--- config.mk ---
export PLATFORM = sky130hd
export DESIGN_NAME = deauth_flood_window_detector
export DESIGN_NICKNAME = d
export VERILOG_FILES = /design/src/sv/dfwd_pkg.sv /design/src/sv/dfwd_ram.sv /design/src/sv/deauth_flood_window_detector.sv
export SDC_FILE = /design/constraint.sdc
export NUM_CORES = 2
export LEC_CHECK = 0
export BUFFER_PORTS_ARGS = -buffer_cell sky130_fd_sc_hd__buf_4
export CAP_MARGIN = 20
export CELL_PAD_IN_SITES_DETAIL_PLACEMENT = 0
export CELL_PAD_IN_SITES_GLOBAL_PLACEMENT = 1
export CORE_MARGIN = 2
export CORE_UTILIZATION = 30
export DETAILED_ROUTE_END_ITERATION = 10
export GPL_ROUTABILITY_DRIVEN = 0
export PLACE_DENSITY = 0.48
export SETUP_SLACK_MARGIN = 0.3
export SLEW_MARGIN = 20
export SYNTH_ARGS = -nofsm -noshare
export SYNTH_HDL_FRONTEND = slang
export SYNTH_SLANG_ARGS = --single-unit
--- constraint.sdc ---
create_clock -name i_clk -period 19.9 [get_ports i_clk]
set_input_delay 0.995 -clock i_clk [delete_from_list [all_inputs] [get_ports i_clk]]
set_output_delay 0.995 -clock i_clk [all_outputs]
set_load 0.01 [all_outputs]
--- src/sv/dfwd_pkg.sv ---
// Shared types and constants for the deauth flood window detector.
// Used by dfwd_ram users, the top level and the port checker.
package dfwd_pkg;

    localparam int unsigned TableSlotsDefault = 16;

    localparam logic [7:0]  FcDeauth   = 8'hC0;
    localparam logic [7:0]  FcDisassoc = 8'hA0;
    localparam logic [11:0] MinLen     = 12'd24;
    localparam logic [11:0] ReasonLen  = 12'd26;
    localparam logic [47:0] AddrOnes   = 48'hFFFF_FFFF_FFFF;
    localparam logic [15:0] CountMax   = 16'hFFFF;

    localparam logic        KindBcast  = 1'b0;
    localparam logic        KindAlert  = 1'b1;

    localparam logic [1:0]  RegEnable  = 2'd0;
    localparam logic [1:0]  RegThresh  = 2'd1;
    localparam logic [1:0]  RegWindow  = 2'd2;

    localparam logic        EnableRst  = 1'b0;
    localparam logic [9:0]  ThreshRst  = 10'd10;
    localparam logic [23:0] WindowRst  = 24'd1000000;

    localparam int unsigned InDataW  = 232;
    localparam int unsigned OutDataW = 296;

    typedef struct packed {
        logic [47:0] bssid;
        logic [47:0] last_seen;
        logic [15:0] count;
        logic        alerted;
        logic [15:0] reason;
        logic        uniform;
    } t_ent;

    localparam int unsigned EntW = $bits(t_ent);

    typedef struct packed {
        logic        kind;
        logic [47:0] time_us;
        logic [47:0] bssid;
        logic [47:0] source;
        logic [47:0] dest;
        logic [15:0] reason;
        logic        uniform;
        logic [15:0] count;
        logic [3:0]  channel;
        logic [31:0] deauth_total;
        logic [31:0] disassoc_total;
        logic        last;
    } t_res;

endpackage

--- src/sv/dfwd_ram.sv ---
// Generic single-port-write, single-port-read RAM with registered read.
// No dependencies.
module dfwd_ram #(
    parameter int unsigned WIDTH = 8,
    parameter int unsigned DEPTH = 16,
    parameter int unsigned AW    = (DEPTH > 1) ? $clog2(DEPTH) : 1
) (
    input  logic             i_clk,
    input  logic             i_we,
    input  logic [AW-1:0]    i_waddr,
    input  logic [WIDTH-1:0] i_wdata,
    input  logic [AW-1:0]    i_raddr,
    output logic [WIDTH-1:0] o_rdata
);
    logic [WIDTH-1:0] r_mem [DEPTH];
    logic [WIDTH-1:0] r_rdata;

    always_ff @(posedge i_clk) begin
        if (i_we) begin
            r_mem[i_waddr] <= i_wdata;
        end
        r_rdata <= r_mem[i_raddr];
    end

    assign o_rdata = r_rdata;
endmodule

--- src/sv/deauth_flood_window_detector.sv ---
// Top level of the deauth/disassoc flood detector: APB registers, slot
// scan sequencer and result queue. Depends on dfwd_pkg and dfwd_ram.
//
// Usage:
// Frame headers enter on the s_axis channel (one transaction per frame),
// events leave on m_axis. A frame that is not an enabled management deauth
// or disassoc of at least 24 bytes is taken in idle and yields nothing.
// A counted frame walks the slot RAM one entry per cycle (registered read),
// then takes the chosen slot through select, age and write-back; its events
// are offered, and the next frame can be taken, once write-back is done.
// It yields zero, one or two events,
// a broadcast event ahead of a flood alert; tlast marks the frame's final
// event. s_axis tready is high only while no frame is in work.
// The queue holds up to two events; if the receiver still holds earlier
// events when a frame is ready to write back, the frame waits at that step.
// Reset clears the slot valid flags, both totals and the registers to their
// defaults; slot RAM contents are never cleared, an invalid slot's contents
// are never used. Registers: 0 enable, 1 alert_threshold, 2 window_length_us.
module deauth_flood_window_detector #(
    parameter int unsigned TABLE_SLOTS = dfwd_pkg::TableSlotsDefault
) (
    input  logic         i_clk,
    input  logic         i_rst_n,
    // fc[7:0], frame_length[19:8], reason_field[35:20], dest_addr[83:36],
    // source_addr[131:84], bssid[179:132], radio_channel[183:180], time_us[231:184]
    input  logic [dfwd_pkg::InDataW-1:0]  i_s_tdata,
    // is_management[0]
    input  logic         i_s_tuser,
    input  logic         i_s_tvalid,
    output logic         o_s_tready,
    // event_time_us[47:0], event_bssid[95:48], event_source[143:96],
    // event_dest[191:144], event_reason[207:192], reason_is_uniform[208],
    // window_count[224:209], event_channel[228:225], deauth_total[260:229],
    // disassoc_total[292:261], zero pad[295:293]
    output logic [dfwd_pkg::OutDataW-1:0] o_m_tdata,
    // event_kind[0]
    output logic         o_m_tuser,
    output logic         o_m_tlast,
    output logic         o_m_tvalid,
    input  logic         i_m_tready,
    input  logic         psel,
    input  logic         penable,
    input  logic         pwrite,
    input  logic [3:0]   paddr,
    input  logic [31:0]  pwdata,
    output logic [31:0]  prdata,
    output logic         pready
);
    localparam int unsigned AW = (TABLE_SLOTS > 1) ? $clog2(TABLE_SLOTS) : 1;
    localparam logic [AW:0] SlotsN = (AW+1)'(TABLE_SLOTS);

    localparam logic [2:0] StIdle = 3'd0;
    localparam logic [2:0] StScan = 3'd1;
    localparam logic [2:0] StSel  = 3'd2;
    localparam logic [2:0] StAge  = 3'd3;
    localparam logic [2:0] StWb   = 3'd4;

    // configuration
    logic        r_enable;
    logic [9:0]  r_thresh;
    logic [23:0] r_window;
    logic        cfg_wr;

    assign pready = 1'b1;
    assign cfg_wr = psel && penable && pwrite;

    always_ff @(posedge i_clk) begin
        if (!i_rst_n) begin
            r_enable <= dfwd_pkg::EnableRst;
            r_thresh <= dfwd_pkg::ThreshRst;
            r_window <= dfwd_pkg::WindowRst;
        end else if (cfg_wr) begin
            unique case (paddr[3:2])
                dfwd_pkg::RegEnable: r_enable <= pwdata[0];
                dfwd_pkg::RegThresh: r_thresh <= pwdata[9:0];
                dfwd_pkg::RegWindow: r_window <= pwdata[23:0];
                default: ;
            endcase
        end
    end

    always_comb begin
        unique case (paddr[3:2])
            dfwd_pkg::RegEnable: prdata = {31'd0, r_enable};
            dfwd_pkg::RegThresh: prdata = {22'd0, r_thresh};
            dfwd_pkg::RegWindow: prdata = {8'd0, r_window};
            default:             prdata = 32'd0;
        endcase
    end

    // input fields
    logic [7:0]  in_fc;
    logic [11:0] in_len;
    logic [15:0] in_rf;
    logic [47:0] in_da, in_sa, in_id, in_now;
    logic [3:0]  in_ch;
    assign in_fc  = i_s_tdata[7:0];
    assign in_len = i_s_tdata[19:8];
    assign in_rf  = i_s_tdata[35:20];
    assign in_da  = i_s_tdata[83:36];
    assign in_sa  = i_s_tdata[131:84];
    assign in_id  = i_s_tdata[179:132];
    assign in_ch  = i_s_tdata[183:180];
    assign in_now = i_s_tdata[231:184];

    logic [2:0]  r_state;
    logic        s_acc, is_de, is_dis, qualify;
    assign o_s_tready = (r_state == StIdle);
    assign s_acc   = i_s_tvalid && o_s_tready;
    assign is_de   = (in_fc == dfwd_pkg::FcDeauth);
    assign is_dis  = (in_fc == dfwd_pkg::FcDisassoc);
    assign qualify = r_enable && i_s_tuser && (in_len >= dfwd_pkg::MinLen) && (is_de || is_dis);

    // frame latches
    logic [47:0] r_da, r_sa, r_id, r_now;
    logic [15:0] r_reason;
    logic [3:0]  r_ch;
    logic        r_bc;
    logic [31:0] r_deauth, r_disassoc;

    // scan state
    logic [AW:0]   r_ridx;
    logic          r_cv;
    logic [AW-1:0] r_ci;
    logic          r_hit, r_fvld, r_ovld;
    logic [AW-1:0] r_hidx, r_fidx, r_oidx, r_sel;
    logic [47:0]   r_olast;
    dfwd_pkg::t_ent r_ent;
    logic          r_stale;
    logic [TABLE_SLOTS-1:0] r_valid;

    // slot RAM
    logic                     ram_we;
    logic [AW-1:0]            ram_raddr;
    logic [dfwd_pkg::EntW-1:0] ram_rdata;
    dfwd_pkg::t_ent           rd_ent, wb_ent;
    assign ram_raddr = r_ridx[AW-1:0];
    assign rd_ent    = dfwd_pkg::t_ent'(ram_rdata);

    dfwd_ram #(
        .WIDTH(dfwd_pkg::EntW),
        .DEPTH(TABLE_SLOTS)
    ) u_slots (
        .i_clk  (i_clk),
        .i_we   (ram_we),
        .i_waddr(r_sel),
        .i_wdata(wb_ent),
        .i_raddr(ram_raddr),
        .o_rdata(ram_rdata)
    );

    // result queue
    dfwd_pkg::t_res r_q0, r_q1;
    logic [1:0]     r_qn;
    logic           m_acc;
    assign o_m_tvalid = (r_qn != 2'd0);
    assign m_acc      = o_m_tvalid && i_m_tready;
    assign o_m_tuser  = r_q0.kind;
    assign o_m_tlast  = r_q0.last;
    assign o_m_tdata  = {3'd0, r_q0.disassoc_total, r_q0.deauth_total, r_q0.channel,
                         r_q0.count, r_q0.uniform, r_q0.reason, r_q0.dest,
                         r_q0.source, r_q0.bssid, r_q0.time_us};

    // write-back math
    logic [15:0] cnt0, cnt1;
    logic        alerted0, uni1, alert;
    logic [15:0] reason1;
    dfwd_pkg::t_res bc_res, al_res;

    always_comb begin
        cnt0     = r_stale ? 16'd0 : r_ent.count;
        alerted0 = r_stale ? 1'b0 : r_ent.alerted;
        if (cnt0 == 16'd0) begin
            reason1 = r_reason;
            uni1    = 1'b1;
        end else begin
            reason1 = r_ent.reason;
            uni1    = r_ent.uniform && (r_reason == r_ent.reason);
        end
        cnt1  = (cnt0 == dfwd_pkg::CountMax) ? cnt0 : cnt0 + 16'd1;
        alert = !alerted0 && (cnt1 >= {6'd0, r_thresh});

        wb_ent.bssid     = r_ent.bssid;
        wb_ent.last_seen = r_now;
        wb_ent.count     = cnt1;
        wb_ent.alerted   = alerted0 || alert;
        wb_ent.reason    = reason1;
        wb_ent.uniform   = uni1;

        bc_res.kind           = dfwd_pkg::KindBcast;
        bc_res.time_us        = r_now;
        bc_res.bssid          = r_id;
        bc_res.source         = r_sa;
        bc_res.dest           = r_da;
        bc_res.reason         = r_reason;
        bc_res.uniform        = 1'b0;
        bc_res.count          = 16'd0;
        bc_res.channel        = r_ch;
        bc_res.deauth_total   = r_deauth;
        bc_res.disassoc_total = r_disassoc;
        bc_res.last           = !alert;

        al_res.kind           = dfwd_pkg::KindAlert;
        al_res.time_us        = r_now;
        al_res.bssid          = r_ent.bssid;
        al_res.source         = 48'd0;
        al_res.dest           = 48'd0;
        al_res.reason         = reason1;
        al_res.uniform        = uni1;
        al_res.count          = cnt1;
        al_res.channel        = r_ch;
        al_res.deauth_total   = r_deauth;
        al_res.disassoc_total = r_disassoc;
        al_res.last           = 1'b1;
    end

    assign ram_we = (r_state == StWb) && (r_qn == 2'd0);

    always_ff @(posedge i_clk) begin
        if (!i_rst_n) begin
            r_state    <= StIdle;
            r_valid    <= '0;
            r_deauth   <= 32'd0;
            r_disassoc <= 32'd0;
            r_qn       <= 2'd0;
            r_cv       <= 1'b0;
        end else begin
            unique case (r_state)
                StIdle: begin
                    if (s_acc && qualify) begin
                        if (is_de) begin
                            r_deauth <= r_deauth + 32'd1;
                        end else begin
                            r_disassoc <= r_disassoc + 32'd1;
                        end
                        r_da     <= in_da;
                        r_sa     <= in_sa;
                        r_id     <= in_id;
                        r_now    <= in_now;
                        r_ch     <= in_ch;
                        r_reason <= (in_len >= dfwd_pkg::ReasonLen) ? in_rf : 16'd0;
                        r_bc     <= is_de && (in_da == dfwd_pkg::AddrOnes || in_da == 48'd0);
                        r_ridx   <= '0;
                        r_cv     <= 1'b0;
                        r_hit    <= 1'b0;
                        r_fvld   <= 1'b0;
                        r_ovld   <= 1'b0;
                        r_state  <= StScan;
                    end
                end
                StScan: begin
                    // issue one read per cycle, compare the previous one
                    if (r_ridx < SlotsN) begin
                        r_cv   <= 1'b1;
                        r_ci   <= r_ridx[AW-1:0];
                        r_ridx <= r_ridx + 1'b1;
                    end else begin
                        r_cv <= 1'b0;
                    end
                    if (r_cv) begin
                        if (r_valid[r_ci]) begin
                            if (!r_hit && rd_ent.bssid == r_id) begin
                                r_hit  <= 1'b1;
                                r_hidx <= r_ci;
                                r_ent  <= rd_ent;
                            end
                            if (!r_ovld || rd_ent.last_seen < r_olast) begin
                                r_ovld  <= 1'b1;
                                r_oidx  <= r_ci;
                                r_olast <= rd_ent.last_seen;
                            end
                        end else if (!r_fvld) begin
                            r_fvld <= 1'b1;
                            r_fidx <= r_ci;
                        end
                    end
                    if (r_ridx == SlotsN && !r_cv) begin
                        r_state <= StSel;
                    end
                end
                StSel: begin
                    if (r_hit) begin
                        r_sel <= r_hidx;
                    end else begin
                        r_sel <= r_fvld ? r_fidx : r_oidx;
                        r_ent <= '{bssid: r_id, last_seen: r_now, count: 16'd0,
                                   alerted: 1'b0, reason: 16'd0, uniform: 1'b0};
                    end
                    r_state <= StAge;
                end
                StAge: begin
                    r_stale <= (r_now - r_ent.last_seen) > {24'd0, r_window};
                    r_state <= StWb;
                end
                StWb: begin
                    // hold until earlier events are drained
                    if (r_qn == 2'd0) begin
                        r_valid[r_sel] <= 1'b1;
                        r_q0 <= r_bc ? bc_res : al_res;
                        r_q1 <= al_res;
                        r_qn <= {1'b0, r_bc} + {1'b0, alert};
                        r_state <= StIdle;
                    end
                end
                default: r_state <= StIdle;
            endcase

            if (m_acc) begin
                r_q0 <= r_q1;
                r_qn <= r_qn - 2'd1;
            end
        end
    end
endmodule

After elaboration in Yosys (flattened, before gate mapping)
Memory sizes are Yosys's and may differ from the RTL's. A register that Yosys moved wholly into a read port is not among the register bits.
Index checks and enable logic that the tools add are counted.
{"block": "word_totals", "out_inout_bits": 333, "reg_bits": 1033, "ramBits": 2080, "in_bits": 276, "mem_count": 1}
{"block": "classes", "muxes": 47, "add_sub_neg": 7, "n_bitwise": 4, "reduce_logical": 57, "n_eq_ne": 23, "n_lt_le_gt_ge": 9}
{"name": "u_slots.r_mem", "depth": 16, "word_bits": 130, "rd": 1, "rd_ports_with_merged_regs": 1, "wr": 1, "line_no": "dfwd_ram.sv:15", "source": "logic [WIDTH-1:0] r_mem [DEPTH];"}
{"operator": "295-bit 2-to-1 mux", "n": 3}
{"operator": "130-bit 2-to-1 mux", "n": 4}
{"operator": "294-bit 2-to-1 mux", "n": 1}
{"operator": "130-bit case mux with 2 select lines", "n": 1}
{"operator": "24-bit case mux with 3 select lines", "n": 1}
{"operator": "32-bit by 1-bit adder with 32-bit output (second input constant)", "n": 2}
{"operator": "48-bit equality test", "n": 1}
{"operator": "48-bit equality test (second input constant)", "n": 1}
{"operator": "48-bit by 24-bit greater-than comparator with 1-bit output", "n": 1}
{"operator": "48-bit zero test", "n": 1}
{"operator": "48-bit less-than comparator", "n": 1}
{"operator": "16-bit 2-to-1 mux", "n": 3}
{"operator": "48-bit subtractor", "n": 1}
{"operator": "12-bit by 5-bit >= comparator with 1-bit output (second input constant)", "n": 2}
{"operator": "3-bit AND reduction", "n": 7}
{"operator": "5-bit AND reduction", "n": 4}
{"operator": "6-bit AND reduction", "n": 3}
{"operator": "16-bit by 1-bit adder with 16-bit output (second input constant)", "n": 1}
{"operator": "16-bit equality test", "n": 1}
{"operator": "16-bit equality test (second input constant)", "n": 1}
{"operator": "8-bit equality test (second input constant)", "n": 2}
{"operator": "16-bit by 10-bit >= comparator with 1-bit output", "n": 1}
{"operator": "16-bit zero test", "n": 1}
{"operator": "1-bit 2-to-1 mux", "n": 16}
{"operator": "other kinds (33)", "n": 87}

Depth between registers and ports, before layout
{"block": "logic_depth", "depth_word": 10, "mapped_depth": 26}

Modules after synthesis
Synthesis repeated with hierarchy kept, for this count alone.
{"block": "hier_totals", "cells_unflattened": 6886, "hier_area_um2": 125630.5}
{"module": "dfwd_ram", "cells_per_inst": 3411, "instances": 1, "area_each_um2": 80722.4}
{"module": "deauth_flood_window_detector", "cells_per_inst": 3475, "instances": 1, "area_each_um2": 44908.1}

Worst setup path after synthesis
OpenSTA, ideal clock, no wires.
{"block": "synth_timing", "path_kind": "in2reg", "from": "input port i_m_tready", "to": "register r_q0, in the netlist o_m_tdata[0], enable pin", "arrival_ns": 14.421, "stages": 4, "path_slack_ns": 4.489, "setup_time_ns": 0.990, "required_ns": 18.910, "path_buffers": 1, "cell_sequence": "nor2b_1 -> clkbuf_1 -> nor2_1 -> nor2b_1"}
{"block": "synth_between", "elab_chain_cells": 3, "word_cells_on_any_way": 4}
{"element": "start, declared", "line_no": "deauth_flood_window_detector.sv:40", "source": "input logic i_m_tready,"}
{"element": "1-bit logical AND *", "line_no": "deauth_flood_window_detector.sv:157", "source": "assign m_acc = o_m_tvalid && i_m_tready;"}
{"element": "2-bit nonzero test (no source line)"}
{"element": "3-bit AND reduction (no source line) *"}
{"element": "end signal, assigned", "line_no": "deauth_flood_window_detector.sv:299", "source": "r_q0 <= r_bc ? bc_res : al_res;"}
{"element": "end signal, assigned", "line_no": "deauth_flood_window_detector.sv:309", "source": "r_q0 <= r_q1;"}
{"element": "end, declared", "line_no": "deauth_flood_window_detector.sv:153", "source": "dfwd_pkg::t_res r_q0, r_q1;"}
Mark *: on every way between the ends. The rest lies on a longest branch, timed or not.
A chain may end at the register's enable or synchronous reset.

Worst setup path after layout
{"block": "layout_timing", "from": "register r_now[0]", "to": "register r_stale (data pin)"}
{"block": "layout_between", "elab_chain_cells": 2}
{"element": "start, declared", "line_no": "deauth_flood_window_detector.sv:115", "source": "logic [47:0] r_da, r_sa, r_id, r_now;"}
{"element": "start signal, assigned", "line_no": "deauth_flood_window_detector.sv:239", "source": "r_now <= in_now;"}
{"element": "48-bit subtractor", "line_no": "deauth_flood_window_detector.sv:292", "source": "r_stale <= (r_now - r_ent.last_seen) > {24'd0, r_window};"}
{"element": "48-bit by 24-bit greater-than comparator with 1-bit output", "line_no": "deauth_flood_window_detector.sv:292"}
{"element": "end signal, assigned", "line_no": "deauth_flood_window_detector.sv:292"}
{"element": "end, declared", "line_no": "deauth_flood_window_detector.sv:129", "source": "logic r_stale;"}
No other way between the ends.

==> impl_results.md <==
- Post-CTS setup repair buffer count: 0
- Total power: ~14 mW
- First-pass GRT wire length: between 500 and 600 mm
- Syn_area_per_cell: ~19 um^2
- Root Driver: clkbuf_16
- CP most frequent cell: nand4_1
- Post-synth EDFFs: 2992
- Hold Buf Count CTS: 0
- Warnings, synthesis: 0
- # IOs: just over 600
- Leak: roughly 50 nW
- Tot GR Track Use: between 10% and 20%
- Relative slew slack: approximately a quarter
- Vias in the first global route: around 67000
- Crit path time final: 7.21 ns
- Clk_skew: 0.0595 ns
- Setup violations, final: 0
- Routed Antenna Nets: 0
- H-tree levels: 5
- Startpoint types: flip-flop
- WP data required: between 20 and 25 ns
- MaxCap Viol Count: 0
- CP max FO: 19
- Synth unique cells: 76
- Commonest non-fill, non-tap cells in the layout: 2992 x edfxtp_1, 729 x buf_4, 655 x mux4_2
- Seq cells post-synth: approximately 3200
- Share of the synthesized area in the top cell type: between 70% and 80%
- Arrival @ worst endpoint: just under 8 ns
- Core box area: 0.416 mm^2
- Total Wirelength: around 360 mm
- Via-to-Cell Ratio: between 4 and 5
- Dpl hpwl: around 200 mm
- Clock Latency Late Sink: slightly below 1 ns
- Layout cells sized above 1: between 20 and 30%
- Die height: about 650 um
- PD cells: approximately 96 mW/mm^2
- Die Area: roughly 0.42 mm^2
- Fill cells: about 39000
- Synth Cell Area: roughly 0.13 mm^2
- CTS tree: done
- Largest net degree at the start of global routing: 138
- Ys async rst share: 0%
- FP Rows: approximately 240
- Nets@finish: approximately 7700
- Cells along the critical path: inv_1 > ha_1 > inv_1 > fa_1 > a211oi_1 > o21ai_0 > a21boi_0 > o31a_1 > nor2b_1 > o21a_1 > nor2_1 > xnor2_1 > ha_1 > nand4_1 > nor4_1 > nor3b_1 > o22ai_1 > a31oi_1 > nand4_1 > a2111oi_0 > nand4_1 > nor4_1 > nand4_1 > nand4b_1
- Total gr overflow: 0
- Crit path largest cell delay: between 0.6 and 0.7 ns
- Worst-path clk slew: roughly 0.06 ns
- Slowest cell on the critical path: edfxtp_1
- Number of port buffers: between 500 and 600
- # resized after CTS: 0
- Worst Hold Class: primary input to flip-flop
- TritonCTS Sinks: between 3000 and 4000
- CTS Buf Count: about 380
- Register area share after synthesis: about 76%
- Area leader, netlist: edfxtp_1
- Mapped Cells: between 6000 and 7000
- Worst IR Drop VDD: roughly 0.063 mV
- CTS Buffer Depth: 4
- Sequential cell area: 0.0949 mm^2
- Starting Density: between 30% and 40%
- DRC viols: 0
- Achievable Freq: 139 MHz
- Final Cycle Share: between 30% and 40%
- Status: complete, no violations
- Most common cell after layout, fill and taps aside: edfxtp_1
- Top cells by area, synth: edfxtp_1 72%, mux4_2 12%, dfxtp_1 4.0%
- Worst-Margin Slew: around 1.1 ns
- Initial drt markers: between 4000 and 5000
- Setup TNS: 0 ns
- Die X-Extent: around 650 um
- Element type at the critical path end: flip-flop
- Vias: around 64000
- RSZ-0062 raised after global routing: false
- DR WL/cell: approximately 28 um
- DRT Pass-1 Iters: 5
- Fin. Hold Viols: 0
- Ys flop type: edfxtp_1
- Syn-to-layout area delta: 19.2%
- Multi-input logic area: between 0.02 and 0.03 mm^2
- Crit Path Class: flip-flop to flip-flop
- Slew Limit Fails: 0
- Initial antenna violation count: 29
cell type report:
cell class,instances,share of cell area (%)
diodes,4,0.00671
clock buffers,506,6.84
clock inverters,192,1.33
inverters,153,0.385
multi-input cells,2788,19.3
flip-flops and latches,3243,63.6
well taps,5497,4.61
repair buffers,750,3.94
cells in the mapped netlist (5+ instances only):
| library cell | count |
|---|---|
| nor2b_1 | 56 |
| clkbuf_1 | 214 |
| nor3b_1 | 6 |
| xnor2_1 | 97 |
| nand2_1 | 560 |
| inv_1 | 153 |
| mux2_2 | 112 |
| o21a_1 | 27 |
| o21ai_0 | 126 |
| a21o_1 | 28 |
| and2_1 | 88 |
| nand3_1 | 62 |
| o211ai_1 | 22 |
| nor2_1 | 106 |
| a21oi_1 | 106 |
| dfxtp_1 | 251 |
| buf_4 | 12 |
| o31ai_1 | 5 |
| or3_1 | 15 |
| a31oi_1 | 8 |
| edfxtp_1 | 2992 |
| ha_1 | 137 |
| nor4_1 | 40 |
| nand3b_1 | 5 |
| a311oi_1 | 5 |
| nand2b_1 | 21 |
| a22o_1 | 26 |
| mux4_2 | 655 |
| nand4_1 | 65 |
| a21boi_0 | 38 |
| buf_1 | 61 |
| and3_1 | 116 |
| nor3_1 | 34 |
| mux2i_1 | 74 |
| xor2_1 | 66 |
| a2111oi_0 | 5 |
| buf_2 | 9 |
| a211oi_1 | 6 |
flip-flops by register name (all words and copies together) (netlist names), 32 cells and up:
name / cells
al_res: 48
o_m_tdata: 293
r_da: 48
r_deauth: 32
r_disassoc: 32
r_ent: 82
r_id: 48
r_now: 48
r_olast: 48
r_q1: 197
r_sa: 48
u_slots.o_rdata: 130
u_slots.r_mem: 2080
power by group:
group          switching [mW]  internal (mW)
Sequential            0.00785           7.37
Clock                    2.85           3.97
Combinational           0.118         0.0732
cells by family after synthesis:
group / after synthesis / share of synthesized area (%)
flip-flops: 3243 / 75.8
AND/OR/NAND/NOR: 1199 / 4.66
multiplexers: 841 / 13.4
buffers and inverters: 450 / 1.40
AO/OA/AOI/OAI: 435 / 2.21
XOR/XNOR: 163 / 1.14
adder cells (fa/ha/maj): 138 / 1.39
other: 2 / 0.00600
critical path, delay by kind of cell (launching register included):
family / cells / cell delay (ns)
DFF: 1 / 0.63
xor gates and xnor gates: 1 / 0.12
and+or+nand+nor: 10 / 2.34
adders and majority gates: 3 / 0.96
AOI/OAI and AO/OA: 8 / 2.44
buffers and inverters: 2 / 0.27
worst paths after layout:
check / start / endpoint / slack (ns) / cells after the start
setup / recovery: r_now[0]$_DFFE_PP_ / r_stale$_DFFE_PP_ / 12.69 / 24
setup reg to reg: r_now[0]$_DFFE_PP_ / r_stale$_DFFE_PP_ / 12.69 / 24
hold reg to reg: r_ch[0]$_DFFE_PP_ / r_q1[65]$_DFFE_PP_ / 0.45 / 0
hold / removal: i_s_tdata[158] / r_id[26]$_DFFE_PP_ / 0.19 / 1
stage by stage:
stage | cells | area (um^2) | worst slack, ns | hold slack [ns] | utilization [%]
global placement | 12400 | 137000 | 12.76 | 0.433 | 32.9
global route | 13100 | 149000 | 12.09 | 0.117 | 35.9
finish | 13100 | 149000 | 12.69 | 0.194 | 35.9
detailed placement | 12400 | 137000 | 12.63 | 0.433 | 32.9
floorplan | 6481 | 125000 | 4.49 | 0.418 | -
CTS | 13100 | 149000 | 12.54 | 0.0831 | 35.9
layer usage:
metal	global-route usage (%)	wire, um	vias up
met4	4.18	9160	8
met1	22.6	159000	34000
li1	-	-	27500
met5	0	44	-
met3	2.99	18200	466
met2	28.2	176000	1591
Note: power is estimated with default switching activity, not from simulation.
